### src/design/dtl_pkg.sv
`default_nettype none
// ----------------------------------------------------------------------------
// dtl_pkg: shared definitions for the token lexer
// Position width, token kinds, scanner modes and character codes.
// ----------------------------------------------------------------------------
package dtl_pkg;

  localparam int POSITION_BITS = 16;
  localparam int LEN_BITS      = 16;
  localparam int KIND_BITS     = 5;
  localparam int MAX_TOKENS    = 3;

  localparam logic [LEN_BITS-1:0] LEN_MAX = {LEN_BITS{1'b1}};

  typedef enum logic [KIND_BITS-1:0] {
    K_IDENT  = 5'd0,
    K_STRING = 5'd1,
    K_NUMBER = 5'd2,
    K_EQUALS = 5'd3,
    K_COLON  = 5'd4,
    K_ARROW  = 5'd5,
    K_LBRACE = 5'd6,
    K_RBRACE = 5'd7,
    K_LPAREN = 5'd8,
    K_RPAREN = 5'd9,
    K_EQEQ   = 5'd10,
    K_NE     = 5'd11,
    K_GT     = 5'd12,
    K_LT     = 5'd13,
    K_GE     = 5'd14,
    K_LE     = 5'd15,
    K_END    = 5'd16,
    K_ERROR  = 5'd17
  } token_kind_t;

  typedef enum logic [3:0] {
    M_IDLE    = 4'd0,
    M_IDENT   = 4'd1,
    M_NUMBER  = 4'd2,
    M_MINUS   = 4'd3,
    M_STRING  = 4'd4,
    M_EQ      = 4'd5,
    M_BANG    = 4'd6,
    M_GT      = 4'd7,
    M_LT      = 4'd8,
    M_SLASH   = 4'd9,
    M_COMMENT = 4'd10
  } scan_mode_t;

  localparam logic [7:0] CH_MINUS   = 8'h2D;
  localparam logic [7:0] CH_DOT     = 8'h2E;
  localparam logic [7:0] CH_UNDER   = 8'h5F;
  localparam logic [7:0] CH_SLASH   = 8'h2F;
  localparam logic [7:0] CH_NEWLINE = 8'h0A;
  localparam logic [7:0] CH_GT      = 8'h3E;
  localparam logic [7:0] CH_BANG    = 8'h21;
  localparam logic [7:0] CH_LT      = 8'h3C;
  localparam logic [7:0] CH_EQ      = 8'h3D;
  localparam logic [7:0] CH_QUOTE   = 8'h22;
  localparam logic [7:0] CH_COLON   = 8'h3A;
  localparam logic [7:0] CH_LBRACE  = 8'h7B;
  localparam logic [7:0] CH_RBRACE  = 8'h7D;
  localparam logic [7:0] CH_LPAREN  = 8'h28;
  localparam logic [7:0] CH_RPAREN  = 8'h29;
  localparam logic [7:0] CH_SPACE   = 8'h20;
  localparam logic [7:0] CH_TAB     = 8'h09;
  localparam logic [7:0] CH_CR      = 8'h0D;

  typedef struct packed {
    logic [KIND_BITS-1:0]     kind;
    logic [POSITION_BITS-1:0] start;
    logic [LEN_BITS-1:0]      len;
  } token_t;

  typedef struct packed {
    logic   valid;
    token_t tok;
  } flush_t;

endpackage
`default_nettype wire

### src/design/dsl_token_lexer.sv
`default_nettype none
// ----------------------------------------------------------------------------
// dsl_token_lexer: streaming lexical scanner
// Output: a token of an accepted beat is shown on the master side in the cycle
// after the accepting edge; a beat that yields several tokens shows them in order.
// Throughput: one input beat per cycle while beats yield at most one token and
// the master side is ready; a beat of more tokens holds off the next until they leave.
// Reset (rst, synchronous): scanner idle, offsets zero, no tokens pending.
// ----------------------------------------------------------------------------
module dsl_token_lexer (
  input  wire logic        clk,
  input  wire logic        rst,
  // slave side: one source byte per beat
  input  wire logic        s_tvalid,
  output logic             s_tready,
  input  wire logic [7:0]  s_tdata,   // [7:0] char_byte
  input  wire logic [0:0]  s_tuser,   // [0] byte_present
  input  wire logic        s_tlast,   // end_of_source
  // master side: one token per beat
  output logic             m_tvalid,
  input  wire logic        m_tready,
  output logic [31:0]      m_tdata,   // [15:0] start_offset, [31:16] token_length
  output logic [4:0]       m_tuser,   // [4:0] token_kind
  output logic             m_tlast    // last_of_run
);
  import dtl_pkg::*;

  localparam int WIDE_BITS = POSITION_BITS + LEN_BITS;

  // Character classes, as the scanner needs them.
  function automatic logic is_alpha(logic [7:0] c);
    return (c >= 8'h41 && c <= 8'h5A) || (c >= 8'h61 && c <= 8'h7A);
  endfunction

  function automatic logic is_digit(logic [7:0] c);
    return c >= 8'h30 && c <= 8'h39;
  endfunction

  function automatic logic is_space(logic [7:0] c);
    return c == CH_SPACE || (c >= CH_TAB && c <= CH_CR);
  endfunction

  function automatic logic [LEN_BITS-1:0] grow(logic [LEN_BITS-1:0] n);
    return (n == LEN_MAX) ? n : n + 1'b1;
  endfunction

  function automatic logic [POSITION_BITS-1:0] sat_inc(logic [POSITION_BITS-1:0] p);
    return (p == {POSITION_BITS{1'b1}}) ? p : p + 1'b1;
  endfunction

  // Offsets leave the block as 16 bits and stop at their maximum.
  function automatic logic [LEN_BITS-1:0] sat_out(logic [POSITION_BITS-1:0] v);
    logic [WIDE_BITS-1:0] w;
    w = {{LEN_BITS{1'b0}}, v};
    if (w > WIDE_BITS'(LEN_MAX)) return LEN_MAX;
    return w[LEN_BITS-1:0];
  endfunction

  // The token left pending by a mode when it is cut off.
  function automatic flush_t flush_token(scan_mode_t m, logic [POSITION_BITS-1:0] s,
                                         logic [LEN_BITS-1:0] n);
    flush_t f;
    f.valid     = 1'b1;
    f.tok.start = s;
    f.tok.len   = LEN_BITS'(1);
    f.tok.kind  = K_ERROR;
    unique case (m)
      M_IDENT: begin
        f.tok.kind = K_IDENT;
        f.tok.len  = n;
      end
      M_NUMBER, M_MINUS: begin
        f.tok.kind = K_NUMBER;
        f.tok.len  = n;
      end
      M_STRING: begin
        f.tok.kind = K_STRING;
        f.tok.len  = n;
      end
      M_EQ:    f.tok.kind = K_EQUALS;
      M_BANG:  f.tok.kind = K_ERROR;
      M_GT:    f.tok.kind = K_GT;
      M_LT:    f.tok.kind = K_LT;
      M_SLASH: f.tok.kind = K_ERROR;
      default: f.valid = 1'b0;
    endcase
    return f;
  endfunction

  // Scanner state.
  scan_mode_t               mode;
  logic [POSITION_BITS-1:0] pos;
  logic [POSITION_BITS-1:0] tok_start;
  logic [LEN_BITS-1:0]      tok_count;

  scan_mode_t               mode_next;
  logic [POSITION_BITS-1:0] pos_next;
  logic [POSITION_BITS-1:0] tok_start_next;
  logic [LEN_BITS-1:0]      tok_count_next;

  // Result buffer: slot 0 is on the master port, later slots queue behind it.
  logic [KIND_BITS-1:0] out_kind  [MAX_TOKENS];
  logic [LEN_BITS-1:0]  out_start [MAX_TOKENS];
  logic [LEN_BITS-1:0]  out_len   [MAX_TOKENS];
  logic                 out_last  [MAX_TOKENS];
  logic [1:0]           cnt;

  // Candidate tokens of one beat, in emission order: the token cut off or
  // completed by this byte, a single-character token started and finished by
  // it, the token flushed at end of source, and the end token.
  logic   [3:0] cand_v;
  token_t       cand [4];
  token_t       slot [MAX_TOKENS];
  logic [1:0]   n_tok;

  logic [7:0] c;
  logic       present;
  logic       fall;
  logic       do_idle;
  flush_t     fl_byte;
  flush_t     fl_end;
  logic       accept;
  logic       beat;

  // Scanner state left by the byte alone, before end-of-source handling.
  logic [3:0]               scan_byte_mode;
  logic [POSITION_BITS-1:0] scan_byte_start;
  logic [LEN_BITS-1:0]      scan_byte_count;
  scan_mode_t               mode_scan;
  logic [POSITION_BITS-1:0] start_scan;
  logic [LEN_BITS-1:0]      count_scan;

  assign c       = s_tdata;
  assign present = s_tuser[0];
  assign accept  = s_tvalid && s_tready;
  assign beat    = m_tvalid && m_tready;

  // A new beat is taken when the buffer is empty, or its only token leaves now.
  assign s_tready = (cnt == 2'd0) || (cnt == 2'd1 && m_tready);
  assign m_tvalid = (cnt != 2'd0);
  assign m_tdata  = {out_len[0], out_start[0]};
  assign m_tuser  = out_kind[0];
  assign m_tlast  = out_last[0];

  assign fl_byte = flush_token(mode, tok_start, tok_count);

  dtl_scan u_scan (
    .mode      (mode),
    .tok_start (tok_start),
    .tok_count (tok_count),
    .pos       (pos),
    .c         (c),
    .mode_o    (scan_byte_mode),
    .start_o   (scan_byte_start),
    .count_o   (scan_byte_count)
  );

  // With no byte in the beat the end flush sees the stored state.
  always_comb begin
    mode_scan  = mode;
    start_scan = tok_start;
    count_scan = tok_count;
    if (present) begin
      mode_scan  = scan_mode_t'(scan_byte_mode);
      start_scan = scan_byte_start;
      count_scan = scan_byte_count;
    end
  end

  // The end flush looks at the state left by the byte scan.
  assign fl_end = flush_token(mode_scan, start_scan, count_scan);

  always_comb begin
    mode_next      = mode;
    pos_next       = pos;
    tok_start_next = tok_start;
    tok_count_next = tok_count;
    fall           = 1'b0;
    do_idle        = 1'b0;
    cand_v         = '0;
    for (int i = 0; i < 4; i++) begin
      cand[i] = '0;
    end

    if (present) begin
      unique case (mode)
        M_IDENT: begin
          if (is_alpha(c) || is_digit(c) || c == CH_UNDER) tok_count_next = grow(tok_count);
          else fall = 1'b1;
        end
        M_NUMBER: begin
          if (is_digit(c) || c == CH_DOT) tok_count_next = grow(tok_count);
          else fall = 1'b1;
        end
        M_MINUS: begin
          // A minus directly followed by '>' is an arrow, not a number.
          if (c == CH_GT) begin
            cand_v[0]     = 1'b1;
            cand[0].kind  = K_ARROW;
            cand[0].start = tok_start;
            cand[0].len   = LEN_BITS'(2);
            mode_next     = M_IDLE;
          end else if (is_digit(c) || c == CH_DOT) begin
            mode_next      = M_NUMBER;
            tok_count_next = grow(tok_count);
          end else begin
            fall = 1'b1;
          end
        end
        M_STRING: begin
          if (c == CH_QUOTE) begin
            cand_v[0]     = 1'b1;
            cand[0].kind  = K_STRING;
            cand[0].start = tok_start;
            cand[0].len   = tok_count;
            mode_next     = M_IDLE;
          end else begin
            tok_count_next = grow(tok_count);
          end
        end
        M_EQ, M_BANG, M_GT, M_LT: begin
          if (c == CH_EQ) begin
            cand_v[0]     = 1'b1;
            cand[0].start = tok_start;
            cand[0].len   = LEN_BITS'(2);
            mode_next     = M_IDLE;
            unique case (mode)
              M_EQ:    cand[0].kind = K_EQEQ;
              M_BANG:  cand[0].kind = K_NE;
              M_GT:    cand[0].kind = K_GE;
              default: cand[0].kind = K_LE;
            endcase
          end else begin
            fall = 1'b1;
          end
        end
        M_SLASH: begin
          if (c == CH_SLASH) mode_next = M_COMMENT;
          else fall = 1'b1;
        end
        M_COMMENT: begin
          if (c == CH_NEWLINE) mode_next = M_IDLE;
        end
        default: do_idle = 1'b1;
      endcase

      // The byte cannot extend the pending token: report it, then scan the
      // byte as if between tokens.
      if (fall) begin
        cand_v[0] = fl_byte.valid;
        cand[0]   = fl_byte.tok;
        mode_next = M_IDLE;
        do_idle   = 1'b1;
      end

      if (do_idle && !is_space(c)) begin
        priority if (is_alpha(c) || c == CH_UNDER) begin
          mode_next      = M_IDENT;
          tok_start_next = pos;
          tok_count_next = LEN_BITS'(1);
        end else if (is_digit(c) || c == CH_DOT) begin
          mode_next      = M_NUMBER;
          tok_start_next = pos;
          tok_count_next = LEN_BITS'(1);
        end else begin
          tok_start_next = pos;
          tok_count_next = LEN_BITS'(1);
          cand[1].start  = pos;
          cand[1].len    = LEN_BITS'(1);
          cand[1].kind   = K_ERROR;
          unique case (c)
            CH_MINUS: mode_next = M_MINUS;
            CH_QUOTE: begin
              // String text starts after the opening quote.
              mode_next      = M_STRING;
              tok_start_next = sat_inc(pos);
              tok_count_next = '0;
            end
            CH_EQ:     mode_next = M_EQ;
            CH_BANG:   mode_next = M_BANG;
            CH_GT:     mode_next = M_GT;
            CH_LT:     mode_next = M_LT;
            CH_SLASH:  mode_next = M_SLASH;
            CH_COLON: begin
              cand_v[1]      = 1'b1;
              cand[1].kind   = K_COLON;
              tok_start_next = tok_start;
              tok_count_next = tok_count;
            end
            CH_LBRACE: begin
              cand_v[1]      = 1'b1;
              cand[1].kind   = K_LBRACE;
              tok_start_next = tok_start;
              tok_count_next = tok_count;
            end
            CH_RBRACE: begin
              cand_v[1]      = 1'b1;
              cand[1].kind   = K_RBRACE;
              tok_start_next = tok_start;
              tok_count_next = tok_count;
            end
            CH_LPAREN: begin
              cand_v[1]      = 1'b1;
              cand[1].kind   = K_LPAREN;
              tok_start_next = tok_start;
              tok_count_next = tok_count;
            end
            CH_RPAREN: begin
              cand_v[1]      = 1'b1;
              cand[1].kind   = K_RPAREN;
              tok_start_next = tok_start;
              tok_count_next = tok_count;
            end
            default: begin
              cand_v[1]      = 1'b1;
              tok_start_next = tok_start;
              tok_count_next = tok_count;
            end
          endcase
        end
      end

      pos_next = sat_inc(pos);
    end

    // End of source: flush what is pending, report the end token at the
    // position after the last byte, then start over from offset zero.
    if (s_tlast) begin
      cand_v[2]      = fl_end.valid;
      cand[2]        = fl_end.tok;
      cand_v[3]      = 1'b1;
      cand[3].kind   = K_END;
      cand[3].start  = pos_next;
      cand[3].len    = '0;
      mode_next      = M_IDLE;
      pos_next       = '0;
      tok_start_next = '0;
      tok_count_next = '0;
    end
  end

  // Pack the candidates into the buffer slots in order.
  always_comb begin
    n_tok = '0;
    for (int i = 0; i < MAX_TOKENS; i++) begin
      slot[i] = '0;
    end
    for (int i = 0; i < 4; i++) begin
      if (cand_v[i] && n_tok < 2'd3) begin
        slot[n_tok] = cand[i];
        n_tok       = n_tok + 2'd1;
      end
    end
  end

  always_ff @(posedge clk) begin
    if (rst) begin
      cnt       <= '0;
      mode      <= M_IDLE;
      pos       <= '0;
      tok_start <= '0;
      tok_count <= '0;
    end else begin
      if (accept) begin
        mode      <= mode_next;
        pos       <= pos_next;
        tok_start <= tok_start_next;
        tok_count <= tok_count_next;
        cnt       <= n_tok;
        for (int i = 0; i < MAX_TOKENS; i++) begin
          out_kind[i]  <= slot[i].kind;
          out_start[i] <= sat_out(slot[i].start);
          out_len[i]   <= slot[i].len;
          out_last[i]  <= (2'(i) == n_tok - 2'd1);
        end
      end else if (beat) begin
        cnt <= cnt - 2'd1;
        for (int i = 0; i < MAX_TOKENS - 1; i++) begin
          out_kind[i]  <= out_kind[i+1];
          out_start[i] <= out_start[i+1];
          out_len[i]   <= out_len[i+1];
          out_last[i]  <= out_last[i+1];
        end
      end
    end
  end

endmodule
`default_nettype wire

### src/design/dtl_scan.sv
`default_nettype none
// ----------------------------------------------------------------------------
// dtl_scan: scanner state after one byte
// Mode, token start and length that one source byte leaves behind.
// ----------------------------------------------------------------------------
module dtl_scan (
  input  wire logic [3:0]                       mode,
  input  wire logic [dtl_pkg::POSITION_BITS-1:0] tok_start,
  input  wire logic [dtl_pkg::LEN_BITS-1:0]      tok_count,
  input  wire logic [dtl_pkg::POSITION_BITS-1:0] pos,
  input  wire logic [7:0]                       c,
  output logic [3:0]                            mode_o,
  output logic [dtl_pkg::POSITION_BITS-1:0]     start_o,
  output logic [dtl_pkg::LEN_BITS-1:0]          count_o
);
  import dtl_pkg::*;

  logic alpha;
  logic digit;
  logic space;
  logic idle_scan;

  assign alpha = (c >= 8'h41 && c <= 8'h5A) || (c >= 8'h61 && c <= 8'h7A);
  assign digit = (c >= 8'h30 && c <= 8'h39);
  assign space = (c == CH_SPACE) || (c >= CH_TAB && c <= CH_CR);

  always_comb begin
    mode_o    = mode;
    start_o   = tok_start;
    count_o   = tok_count;
    idle_scan = 1'b0;
    unique case (mode)
      M_IDENT: begin
        if (alpha || digit || c == CH_UNDER) begin
          count_o = (tok_count == LEN_MAX) ? tok_count : tok_count + 1'b1;
        end else begin
          idle_scan = 1'b1;
        end
      end
      M_NUMBER: begin
        if (digit || c == CH_DOT) begin
          count_o = (tok_count == LEN_MAX) ? tok_count : tok_count + 1'b1;
        end else begin
          idle_scan = 1'b1;
        end
      end
      M_MINUS: begin
        if (c == CH_GT) begin
          mode_o = M_IDLE;
        end else if (digit || c == CH_DOT) begin
          mode_o  = M_NUMBER;
          count_o = (tok_count == LEN_MAX) ? tok_count : tok_count + 1'b1;
        end else begin
          idle_scan = 1'b1;
        end
      end
      M_STRING: begin
        if (c == CH_QUOTE) mode_o = M_IDLE;
        else count_o = (tok_count == LEN_MAX) ? tok_count : tok_count + 1'b1;
      end
      M_EQ, M_BANG, M_GT, M_LT: begin
        if (c == CH_EQ) mode_o = M_IDLE;
        else idle_scan = 1'b1;
      end
      M_SLASH: begin
        if (c == CH_SLASH) mode_o = M_COMMENT;
        else idle_scan = 1'b1;
      end
      M_COMMENT: begin
        if (c == CH_NEWLINE) mode_o = M_IDLE;
      end
      default: idle_scan = 1'b1;
    endcase

    if (idle_scan) begin
      mode_o = M_IDLE;
      if (!space) begin
        priority if (alpha || c == CH_UNDER) begin
          mode_o  = M_IDENT;
          start_o = pos;
          count_o = LEN_BITS'(1);
        end else if (digit || c == CH_DOT) begin
          mode_o  = M_NUMBER;
          start_o = pos;
          count_o = LEN_BITS'(1);
        end else if (c == CH_QUOTE) begin
          mode_o  = M_STRING;
          start_o = (pos == {POSITION_BITS{1'b1}}) ? pos : pos + 1'b1;
          count_o = '0;
        end else if (c == CH_MINUS || c == CH_EQ || c == CH_BANG || c == CH_GT ||
                     c == CH_LT || c == CH_SLASH) begin
          start_o = pos;
          count_o = LEN_BITS'(1);
          unique case (c)
            CH_MINUS: mode_o = M_MINUS;
            CH_EQ:    mode_o = M_EQ;
            CH_BANG:  mode_o = M_BANG;
            CH_GT:    mode_o = M_GT;
            CH_LT:    mode_o = M_LT;
            default:  mode_o = M_SLASH;
          endcase
        end else begin
          // Tokens finished by this one byte leave the pending fields alone.
          mode_o = M_IDLE;
        end
      end
    end
  end

endmodule
`default_nettype wire

### config.mk
export PLATFORM = sky130hd
export DESIGN_NAME = dsl_token_lexer
export DESIGN_NICKNAME = d
export VERILOG_FILES = /design/src/design/dtl_pkg.sv /design/src/design/dsl_token_lexer.sv /design/src/design/dtl_scan.sv
export SDC_FILE = /design/constraint.sdc
export NUM_CORES = 1
export LEC_CHECK = 0
export BUFFER_PORTS_ARGS = -buffer_cell sky130_fd_sc_hd__clkbuf_2
export CAP_MARGIN = 20
export CORE_UTILIZATION = 65
export CTS_BUF_LIST = sky130_fd_sc_hd__clkbuf_4 sky130_fd_sc_hd__clkbuf_8
export CTS_CLUSTER_SIZE = 40
export DETAILED_ROUTE_END_ITERATION = 10
export GPL_ROUTABILITY_DRIVEN = 0
export PLACE_DENSITY = 0.84
export SYNTH_ARGS = -nofsm -noshare
export SYNTH_HDL_FRONTEND = slang
export SYNTH_SLANG_ARGS = --single-unit
### constraint.sdc
create_clock -name clk -period 7.3 [get_ports clk]
set_input_delay 0.73 -clock clk [delete_from_list [all_inputs] [get_ports clk]]
set_output_delay 0.73 -clock clk [all_outputs]
set_load 0.05 [all_outputs]
# Word level (Yosys, flattened, before mapping)
# Memory sizes are Yosys's and may differ from the RTL's.
# Index checks and enable logic that the tools add are counted.
# op_classes
addsub	7
n_mul	0
div	0
order_cmp	17
n_eq_ne	41
shifts	0
n_mux	131
bitwise	11
n_reduce_logical	48
# ops
operator	count
2-to-1 mux 16 bit	38
bitwise mux 111 bit	3
2-to-1 mux 111 bit	3
2-to-1 mux 37 bit	8
demux 37 bit (select 2 bit)	3
2-to-1 mux 74 bit	2
case mux 36 bit (3 select lines)	1
equality test 8 x 6 -> 1 bit (second input constant)	12
2-to-1 mux 4 bit	19
case mux 16 bit (2 select lines)	2
case mux 16 bit (4 select lines)	1
case mux 5 bit (6 select lines)	2
case mux 4 bit (5 select lines)	2
2-to-1 mux 36 bit	1
2-to-1 mux 35 bit	1
2-to-1 mux 33 bit	1
adder 16 x 1 -> 16 bit (second input constant)	2
equality test 16 bit (second input constant)	2
equality test 4 x 3 -> 1 bit (second input constant)	8
2-to-1 mux 1 bit	29
case mux 4 bit (7 select lines)	1
case mux 5 bit (5 select lines)	1
equality test 8 x 7 -> 1 bit (second input constant)	3
equality test 4 bit (second input constant)	5
other kinds (41)	105
# totals
ff_bits	54
latchBits	0
ramBits	114
rom_bits	0
input_bits	14
out_inout_bits	40
elab_cells	264
mem_count	4
# mem_list
memory	depth	width	read_ports	rd_clocked_by_memory_dff	write_ports	line_no	source
out_len	3	16	3	0	3	dsl_token_lexer.sv:104	logic [LEN_BITS-1:0] out_len [MAX_TOKENS];
out_start	3	16	3	0	3	dsl_token_lexer.sv:103	logic [LEN_BITS-1:0] out_start [MAX_TOKENS];
out_kind	3	5	3	0	3	dsl_token_lexer.sv:102	logic [KIND_BITS-1:0] out_kind [MAX_TOKENS];
out_last	3	1	3	0	3	dsl_token_lexer.sv:105	logic out_last [MAX_TOKENS];

# Logic depth before layout (Yosys ltp)
# depth
ltp_word	28
depth_mapped	25
mapped_depth_nobuf	19

# Hierarchy
# From an unflattened synthesis, not the netlist that was laid out.
# hier_totals
hier_cells	1524
hier_area_um2	13100.1
# modules_own_cells
mod	instances	cells_each	area_each_um2	seq_area_each_um2
dsl_token_lexer	1	1223	11108.2	4474.3
dtl_scan	1	301	1991.9	0.0

# Worst setup path after synthesis
# No wires, ideal clock.
# synth_timing
path_kind	in2reg
from	input s_tdata[4]
to	memory out_kind[1][2] (netlist: out_kind[0][7]), data pin
arrival_ns	5.355
t_required_ns	7.033
setup_slack_ns	1.678
stages	25
n_path_buf	8
cell_sequence	buf_4 clkbuf_1 o2bb2ai_1 a211o_1 clkbuf_1 nand3_1 nor2_1 a21oi_1 buf_2 clkbuf_1 ha_1 a21oi_1 and3_1 buf_6 xnor2_4 inv_2 ha_1 nor2_1 and2_1 clkbuf_1 nor2_1 and2_0 clkbuf_1 a22oi_1 o21ai_0
# synth_rtl
element	line_no	source
start: declaration	dsl_token_lexer.sv:16	input wire logic [7:0] s_tdata,
end: declaration	dsl_token_lexer.sv:102	

==> impl_metrics.toml <==
[status]
status = "completed"

[worst_setup_path]
worstPathArrival_ps = 6530
slowest_stage = "dfxtp_1"
slowest_delay_ps = 810
cp_cell_sequence = "nand2b_1 > a2111oi_4 > o21ai_4 > a311oi_1 > buf_4 > and2_1 > ha_1 > a21oi_1 > and3_1 > xnor2_4 > inv_2 > ha_1 > nor2_1 > and2_1 > nor2_1 > nand3_1 > a211oi_4 > a22oi_1 > nand2_1"
worst_setup_path_start_kind = "register"
path_max_fanout = 20
cpLargestDelayFamily = "compound AO/OA/AOI/OAI gates"
critPathCaptureType = "register"
crit_type = "reg2reg"
path_buf_inv = 2
required_ps = 7660

[sta]
fmax_ghz = 0.162
finalSetupViolCount = 0
clock_skew_ps = 12.6
fin_crit_ps = 6170
finalHoldViolCount = 0
maxSlewViolCount = 0
worst_pin_slew_ps = 1040
fin_tns_setup_ps = 0
worst_slack_ps = 1130
rsz0062_at_grt = "false"
period_share = 0.846
relSlewSlack = 0.306

[clock_network]
clock_latency_ps = 490
post_cts_buffers = 0
cts_tree = "done"
htreeDepth = 4
ctsResizeCount = 0
numCtsBuffers = 17
clkTransAtPathRegs_ps = 100
clock-sinks = 167
clockBufferDepth = 2
cts_hold_buf = 0
root_buffer = "clkbuf_8"

[power_and_ir_drop]
switchingPower_uw = 950
swShare = 0.364
comb_power_share = 0.262
power.share.sequential = 0.453
intPower_uw = 1660
pwr_density_cell_nw_per_um2 = 221
vdd_drop_max_mv = 0.198
pwr-share-clk = 0.285
leakage_uw = 0.00396

[logic_synthesis]
yosys_warnings = 0
synth_cells = 1328
syn_avg_cell_area_sq_um = 8.64
synth-async-reset-ratio = 0
synth_enable_flop_cells = 113
synthFlopType = "edfxtp_1"
yosys.cell_types.count = 94
ys_seq_area_frac = 0.390
synth_fp_nets = 1352
synth_area_sq_um = 11500
ys_ff_latch = 167

[global_routing]
met3_usage = 0.0694
gr-usage-met2 = 0.625
grt_overflow = 0
gr-usage-met1 = 0.473
grt_busiest_layer = "met2"
grt_pass1_vias = 9788
gr-usage-all-layers = 0.382
grt_pass1_wl_um = 53200
grt_max_degree = 82
antenna_found_initial = 0

[die]
row_count = 48
boundaryPins = 54
die_h_um = 135
dieArea_sq_um = 18200
initial_core_util = 0.665
die_x_um = 135
core_sq_um = 17200

[drt]
ant_nets = 0
drt_first_iter_violations = 1963
routed_wl_um = 34200
viasPerCell = 7.24
drc = 0
wl_per_cell_um = 22.8
dr.pass1.iters = 8
num_vias = 10900

[cells_and_area]
synthToLayoutAreaGrowth_pct = 3.08
fillers = 1355
final_common_cell = "nand2_1"
nNetsFinal = 1286
diodes = 0
layout-drive-gt1-share = 0.125
layout_common_cells = "nand2_1 (152), nor2_1 (124), edfxtp_1 (113)"
fin_util = 0.686

[placed_design]
post-place-ws_ps = 1070
portBuffers = 53
dp_hpwl_um = 22100

[job]
cap_violations = 0

[worst_hold_path]
min-delay-path-class = "reg2reg"
-- layer usage --
| metal | share of wire | up-vias |
|---|---|---|
| met2 | 0.47 | 816 |
| met3 | 0.10 | 168 |
| li1 | - | 4798 |
| met5 | 0 | - |
| met1 | 0.36 | 5080 |
| met4 | 0.063 | 0 |
-- state kept, by name, indices dropped and copies added, names as in the netlist --
register,flops
pos,16
out_kind,14
out_last,3
out_start,48
tok_start,16
out_len,48
cnt,2
tok_count,16
mode,4
-- cell type report --
cell class              count  area (sq um)  area share
clock buffers              18           241      0.0204
well taps                 225           282      0.0238
repair buffers             72           419      0.0355
inverters                  21          78.8     0.00667
multi-input cells         983          6140       0.519
clock inverters            14           189      0.0160
flip-flops and latches    167          4470       0.378
-- worst paths after layout --
kind / depth (start not counted) / startpoint / slack (ps) / to
setup / recovery: 19 / mode[0] / 1130 / out_len[0][13]
hold / removal: 2 / tok_start[7] / 510 / tok_start[7]
setup reg to reg: 19 / mode[0] / 1130 / out_len[0][13]
hold reg to reg: 2 / tok_start[7] / 510 / tok_start[7]
-- power groups by stage --
stage,Clock (uW),Sequential (uW),Combinational (uW)
final,745,1180,684
after global routing,770,1190,723
after CTS,740,1180,665
after detailed placement,0,1200,662
after global placement,0,1200,647
after floorplan,0,1200,539
-- worst register-to-register path, delay by kind of cell (launching register included) --
family                   cells  cell delay [ps]
flip-flops                   1              810
AO/OA/AOI/OAI                6             2200
adder cells (fa/ha/maj)      2              530
XOR/XNOR                     1              150
buffers and inverters        2              350
AND/OR/NAND/NOR              8             2000
-- cell usage after synthesis, types with 16 or more instances --
master      n  area share
nand2_1   152       0.050
nor2_1    125       0.041
edfxtp_1  113        0.30
a21oi_1    86       0.038
clkbuf_1   86       0.028
o21ai_0    79       0.034
dfxtp_1    54       0.094
nor3_1     45       0.020
buf_4      40       0.026
nand3_1    40       0.017
a221o_1    29       0.025
a22oi_1    27       0.018
o21ai_1    21      0.0092
a31oi_1    20       0.011
inv_1      20      0.0065
xnor2_1    18       0.014
buf_2      17      0.0074
mux2i_1    17       0.015
a22o_1     16       0.012
nand4_1    16      0.0087
-- per-stage QoR --
| step | std cells | hold slack, ps | power (uW) | instance area, sq um |
|---|---|---|---|---|
| final | 1500 | 510 | 2610 | 11800 |
| after global routing | 1500 | 531 | 2680 | 11800 |
| after CTS | 1498 | 496 | 2590 | 11800 |
| after detailed placement | 1466 | 482 | 1870 | 11400 |
| after global placement | 1466 | 472 | 1850 | 11400 |
| after floorplan | 1328 | 445 | 1740 | 11500 |
-- cell families (layout without fill, tap and decap cells) --
| kind of cell | count (synthesis) | count (layout) | share of synthesized area |
|---|---|---|---|
| simple gates | 507 | 507 | 0.220 |
| fa+ha+maj | 10 | 10 | 0.0109 |
| mux | 22 | 22 | 0.0197 |
| xor+xnor | 33 | 33 | 0.0268 |
| compound gates | 411 | 411 | 0.254 |
| flops | 167 | 167 | 0.390 |
| buf+inv | 178 | 125 | 0.0778 |
Note: power is estimated with default switching activity, not from simulation.
